==> src/hdl/cau_mul.sv <==
// shared signed multiplier of the complex arithmetic unit, product registered
// no package dependencies
`timescale 1ns / 1ps
`default_nettype none

module cau_mul #(
    parameter int WORD_WIDTH = 32
) (
    input  wire logic                          i_clk,
    input  wire logic signed [WORD_WIDTH-1:0]  i_x,
    input  wire logic signed [WORD_WIDTH-1:0]  i_y,
    output logic signed [2*WORD_WIDTH-1:0]     o_p
);

    logic signed [2*WORD_WIDTH-1:0] r_p;

    always_ff @(posedge i_clk) begin
        r_p <= i_x * i_y;
    end

    assign o_p = r_p;

endmodule

`default_nettype wire

==> config.mk <==
export PLATFORM = sky130hd
export DESIGN_NAME = cau_mul
export DESIGN_NICKNAME = d
export VERILOG_FILES = /design/src/hdl/cau_mul.sv
export SDC_FILE = /design/constraint.sdc
export NUM_CORES = 2
export LEC_CHECK = 0
export BUFFER_PORTS_ARGS = -buffer_cell sky130_fd_sc_hd__buf_2
export CORE_AREA = 2 2 298 300
export DETAILED_ROUTE_END_ITERATION = 8
export DIE_AREA = 0 0 300 302
export MAX_ROUTING_LAYER = met4
export SLEW_MARGIN = 25
export SYNTH_ARGS = -nofsm -noshare
export SYNTH_HDL_FRONTEND = slang
export SYNTH_SLANG_ARGS = --single-unit
==> constraint.sdc <==
create_clock -name i_clk -period 8.8 [get_ports i_clk]
set_input_delay 0.44 -clock i_clk [delete_from_list [all_inputs] [get_ports i_clk]]
set_output_delay 0.44 -clock i_clk [all_outputs]
set_load 0.1 [all_outputs]
==> impl_results.html <==
<table>
<tr><th>Metric</th><th>Value</th></tr>
<tr><th colspan="2">Run status</th></tr>
<tr><td>Outcome</td><td>complete, no violations</td></tr>
<tr><th colspan="2">Critical path</th></tr>
<tr><td>CP most frequent cell</td><td>sky130_fd_sc_hd__fa_1</td></tr>
<tr><td>Crit path buf inv count</td><td>6</td></tr>
<tr><td>Critical path origin</td><td>i_y[5]</td></tr>
<tr><td>Critical-path cell with the highest stage delay</td><td>sky130_fd_sc_hd__a21oi_1</td></tr>
<tr><td>Worst path required time</td><td>about 9200 ps</td></tr>
<tr><td>Crit start category</td><td>input pin</td></tr>
<tr><td>CP peak stage delay</td><td>approximately 720 ps</td></tr>
<tr><td>CP top delay family</td><td>adder cells</td></tr>
<tr><td>Category of the critical setup timing path</td><td>in -&gt; reg</td></tr>
<tr><td>Data arrival time of the critical path</td><td>around 8700 ps</td></tr>
<tr><td>Crit path max fanout</td><td>19</td></tr>
<tr><td>Endpoint kind of the worst setup timing path</td><td>register</td></tr>
<tr><th colspan="2">Global routing</th></tr>
<tr><td>Global route total overflow</td><td>0</td></tr>
<tr><td>Maximum number of pins on one net before global-route repair</td><td>33</td></tr>
<tr><td>Number of global-route vias before repair</td><td>roughly 29000</td></tr>
<tr><td>Global-route wire length before repair</td><td>about 170 mm</td></tr>
<tr><td>Overall routing resource usage</td><td>between 20 and 30%</td></tr>
<tr><td>Antenna violations before repair</td><td>8</td></tr>
<tr><th colspan="2">Yosys</th></tr>
<tr><td>EDFF count, synth</td><td>0</td></tr>
<tr><td>Share of flip-flops with an asynchronous set or reset</td><td>0%</td></tr>
<tr><td>Yosys top cell area share</td><td>between 50% and 60%</td></tr>
<tr><td>Most frequently used flop master after synthesis</td><td>sky130_fd_sc_hd__dfxtp_1</td></tr>
<tr><td>Count of cell types in the netlist</td><td>63</td></tr>
<tr><td>Synthesized cell area</td><td>~37000 um2</td></tr>
<tr><td>Mean cell area of the mapped netlist</td><td>roughly 9.6 um2</td></tr>
<tr><td>Post-synthesis register bit count</td><td>between 60 and 70</td></tr>
<tr><td>Synthesized netlist net count</td><td>5215</td></tr>
<tr><td>Largest cells by area after synthesis</td><td>sky130_fd_sc_hd__fa_1 58%, sky130_fd_sc_hd__inv_1 9.6%, sky130_fd_sc_hd__and2_1 8.7%, sky130_fd_sc_hd__ha_1 6.2%, sky130_fd_sc_hd__nand2_1 5.2%</td></tr>
<tr><td>Library cell occupying the most area in the post-synthesis netlist</td><td>sky130_fd_sc_hd__fa_1</td></tr>
<tr><td>Post-synthesis instance total</td><td>3884</td></tr>
<tr><td>Sequential area share after synthesis</td><td>between 3 and 4%</td></tr>
<tr><td>YS warnings</td><td>0</td></tr>
<tr><th colspan="2">CTS</th></tr>
<tr><td>Post-CTS clock slew at the launch and capture registers of the worst setup and hold paths</td><td>around 60 ps</td></tr>
<tr><td>Clock root cell</td><td>sky130_fd_sc_hd__clkbuf_16</td></tr>
<tr><td>Clock tree from TritonCTS</td><td>built</td></tr>
<tr><td>Post-CTS resize count</td><td>0</td></tr>
<tr><td>Number of post-CTS setup repair buffers</td><td>0</td></tr>
<tr><td>H-tree Lvls</td><td>3</td></tr>
<tr><td>Cts bufs inserted</td><td>9</td></tr>
<tr><td>Number of hold buffers added after cts</td><td>0</td></tr>
<tr><td>Clock Sink Count</td><td>between 60 and 70</td></tr>
<tr><td>Deepest clock path buffer count</td><td>2</td></tr>
<tr><th colspan="2">Floorplan</th></tr>
<tr><td>Initial core utilization</td><td>between 40% and 50%</td></tr>
<tr><td>Row count</td><td>roughly 110</td></tr>
<tr><td>Core area</td><td>between 80000 and 90000 um2</td></tr>
<tr><td>Number of placed I/O pins</td><td>between 100 and 150</td></tr>
<tr><td>Die Y-Extent</td><td>between 300 and 400 um</td></tr>
<tr><td>Area of the die</td><td>around 91000 um2</td></tr>
<tr><td>Horizontal extent of the die</td><td>around 300 um</td></tr>
<tr><th colspan="2">Drt</th></tr>
<tr><td>DR vias</td><td>roughly 26000</td></tr>
<tr><td>Total iterations of the first detailed-routing run</td><td>6</td></tr>
<tr><td>Avg WL per Cell</td><td>about 20 um</td></tr>
<tr><td>Detailed router's first-iteration violation count</td><td>between 1000 and 1500</td></tr>
<tr><td>Antenna viol nets, final</td><td>0</td></tr>
<tr><td>Aggregate routed wire length</td><td>roughly 100 mm</td></tr>
<tr><td>Drt drc</td><td>0</td></tr>
<tr><td>Vias per Instance</td><td>around 5.0</td></tr>
<tr><th colspan="2">Layout</th></tr>
<tr><td>Sequential standard cell area</td><td>between 1000 and 1500 um2</td></tr>
<tr><td>Signed area change from the synthesized netlist to the final layout</td><td>7.04%</td></tr>
<tr><td>Fillcell total</td><td>8579</td></tr>
<tr><td>Number of nets in the finished design</td><td>between 5000 and 6000</td></tr>
<tr><td>Area taken by multi-input logic gates</td><td>~32000 um2</td></tr>
<tr><td>Number of flip-flops under the largest register name</td><td>64</td></tr>
<tr><td>Proportion of layout cells with a drive suffix above 1</td><td>under 10%</td></tr>
<tr><th colspan="2">Timing</th></tr>
<tr><td>Setup repair after global routing missed its margin</td><td>no</td></tr>
<tr><td>Tightest Pin Transition</td><td>just over 900 ps</td></tr>
<tr><td>Achievable frequency</td><td>between 100 and 150 MHz</td></tr>
<tr><td>Share of the clock period used by the worst path</td><td>a little over nine tenths</td></tr>
<tr><td>Final number of max-transition violations</td><td>0</td></tr>
<tr><td>Number of failing hold endpoints at the final stage</td><td>0</td></tr>
<tr><td>Relative slew slack</td><td>about 39%</td></tr>
<tr><td>Sum of negative setup slack</td><td>0 ps</td></tr>
<tr><td>Number of setup violations in the final report</td><td>0</td></tr>
<tr><td>Minimum clock period after layout</td><td>about 8300 ps</td></tr>
<tr><th colspan="2">Place</th></tr>
<tr><td>PortBufs</td><td>~130</td></tr>
<tr><td>Post-DP HPWL</td><td>roughly 88 mm</td></tr>
<tr><td>Final weighted congestion of routability-driven global placement</td><td>~0.89</td></tr>
<tr><th colspan="2">Job</th></tr>
<tr><td>Max cap viols</td><td>0</td></tr>
<tr><th colspan="2">Worst hold path</th></tr>
<tr><td>Source of the worst hold timing path</td><td>i_x[0]</td></tr>
<tr><td>Hold Crit Class</td><td>in -&gt; reg</td></tr>
</table>
[logic make-up (layout without fill, tap and decap cells)]
| logic type | after synthesis | after routing | share of synthesized area, % |
|---|---|---|---|
| compound gates | 193 | 193 | 3.46 |
| flops | 64 | 64 | 3.44 |
| xor+xnor | 75 | 75 | 1.76 |
| fa+ha+maj | 1266 | 1266 | 64.3 |
| simple gates | 1134 | 1134 | 15.4 |
| buf+inv | 1152 | 1219 | 11.6 |
| other cells | 0 | 7 | 0 |
[layer usage]
metal / wire (um) / GRT usage (%) / vias to the layer above / part of all wire [%]
met4: 3990 / 8.95 / 0 / 3.9
met2: 53200 / 42.8 / 656 / 52
met3: 4520 / 2.71 / 147 / 4.4
met5: 0 / - / - / 0
li1: - / - / 11200 / -
met1: 40500 / 30.9 / 13600 / 40
[layout by cell type, fill, tap and decap left out, types with 4 or more instances in the layout]
cell type | Yosys | final
sky130_fd_sc_hd__diode_2 | 0 | 7
sky130_fd_sc_hd__xor2_1 | 22 | 22
sky130_fd_sc_hd__o21ai_0 | 28 | 28
sky130_fd_sc_hd__ha_1 | 184 | 184
sky130_fd_sc_hd__nand3_1 | 15 | 15
sky130_fd_sc_hd__o21a_1 | 4 | 4
sky130_fd_sc_hd__o21bai_1 | 15 | 15
sky130_fd_sc_hd__inv_1 | 952 | 952
sky130_fd_sc_hd__nand2_1 | 511 | 511
sky130_fd_sc_hd__nand2b_1 | 9 | 9
sky130_fd_sc_hd__clkbuf_16 | 0 | 9
sky130_fd_sc_hd__a21oi_1 | 68 | 68
sky130_fd_sc_hd__nor3_1 | 6 | 6
sky130_fd_sc_hd__dfxtp_1 | 64 | 64
sky130_fd_sc_hd__fa_1 | 1082 | 1082
sky130_fd_sc_hd__xnor2_1 | 53 | 53
sky130_fd_sc_hd__buf_2 | 3 | 128
sky130_fd_sc_hd__a21o_1 | 23 | 23
sky130_fd_sc_hd__a211oi_1 | 4 | 4
sky130_fd_sc_hd__a31oi_1 | 12 | 12
sky130_fd_sc_hd__or3_1 | 4 | 4
sky130_fd_sc_hd__buf_4 | 0 | 120
sky130_fd_sc_hd__nand4_1 | 7 | 7
sky130_fd_sc_hd__and2_1 | 516 | 516
sky130_fd_sc_hd__and3_1 | 7 | 7
sky130_fd_sc_hd__nor2_1 | 42 | 42
sky130_fd_sc_hd__o31ai_1 | 6 | 6
[stage by stage]
step / hold slack (ps) / instance area [um2] / util, % / std cells / setup WS (ps)
floorplan: 567 / 37200 / - / 3884 / 1100
global placement: 945 / 39500 / 45.2 / 5100 / 188
detailed placement: 946 / 39500 / 45.2 / 5100 / 160
CTS: 483 / 39800 / 45.5 / 5116 / 587
global route: 513 / 39900 / 45.5 / 5122 / 135
finish: 496 / 39900 / 45.5 / 5123 / 463
[synth_stat cells (4+ instances only)]
library cell                  n
sky130_fd_sc_hd__a211oi_1     4
sky130_fd_sc_hd__inv_1      952
sky130_fd_sc_hd__o21bai_1    15
sky130_fd_sc_hd__o21a_1       4
sky130_fd_sc_hd__fa_1      1082
sky130_fd_sc_hd__ha_1       184
sky130_fd_sc_hd__a31oi_1     12
sky130_fd_sc_hd__o21ai_0     28
sky130_fd_sc_hd__nand2_1    511
sky130_fd_sc_hd__or3_1        4
sky130_fd_sc_hd__and2_1     516
sky130_fd_sc_hd__dfxtp_1     64
sky130_fd_sc_hd__nand3_1     15
sky130_fd_sc_hd__nand4_1      7
sky130_fd_sc_hd__clkbuf_1   195
sky130_fd_sc_hd__xnor2_1     53
sky130_fd_sc_hd__nor3_1       6
sky130_fd_sc_hd__xor2_1      22
sky130_fd_sc_hd__o31ai_1      6
sky130_fd_sc_hd__a21oi_1     68
sky130_fd_sc_hd__and3_1       7
sky130_fd_sc_hd__a21o_1      23
sky130_fd_sc_hd__nor2_1      42
sky130_fd_sc_hd__nand2b_1     9
[final timing paths]
check	end	cells past startpoint
worst min-delay path	o_p[0]	2
worst max-delay path	o_p[60]	26
[cell type report]
cell class | count | area share, %
Antenna cell | 7 | 0.0439
Clock buffer | 13 | 0.653
Clock inverter | 3 | 0.100
Inverter | 952 | 8.96
Multi-Input combinational cell | 2668 | 79.4
Sequential cell | 64 | 3.21
Tap cell | 1165 | 3.66
Timing Repair Buffer | 251 | 4.02
Power is not shown: default switching activity piles up to over one toggle a cycle in this logic, so the estimate is an artifact.
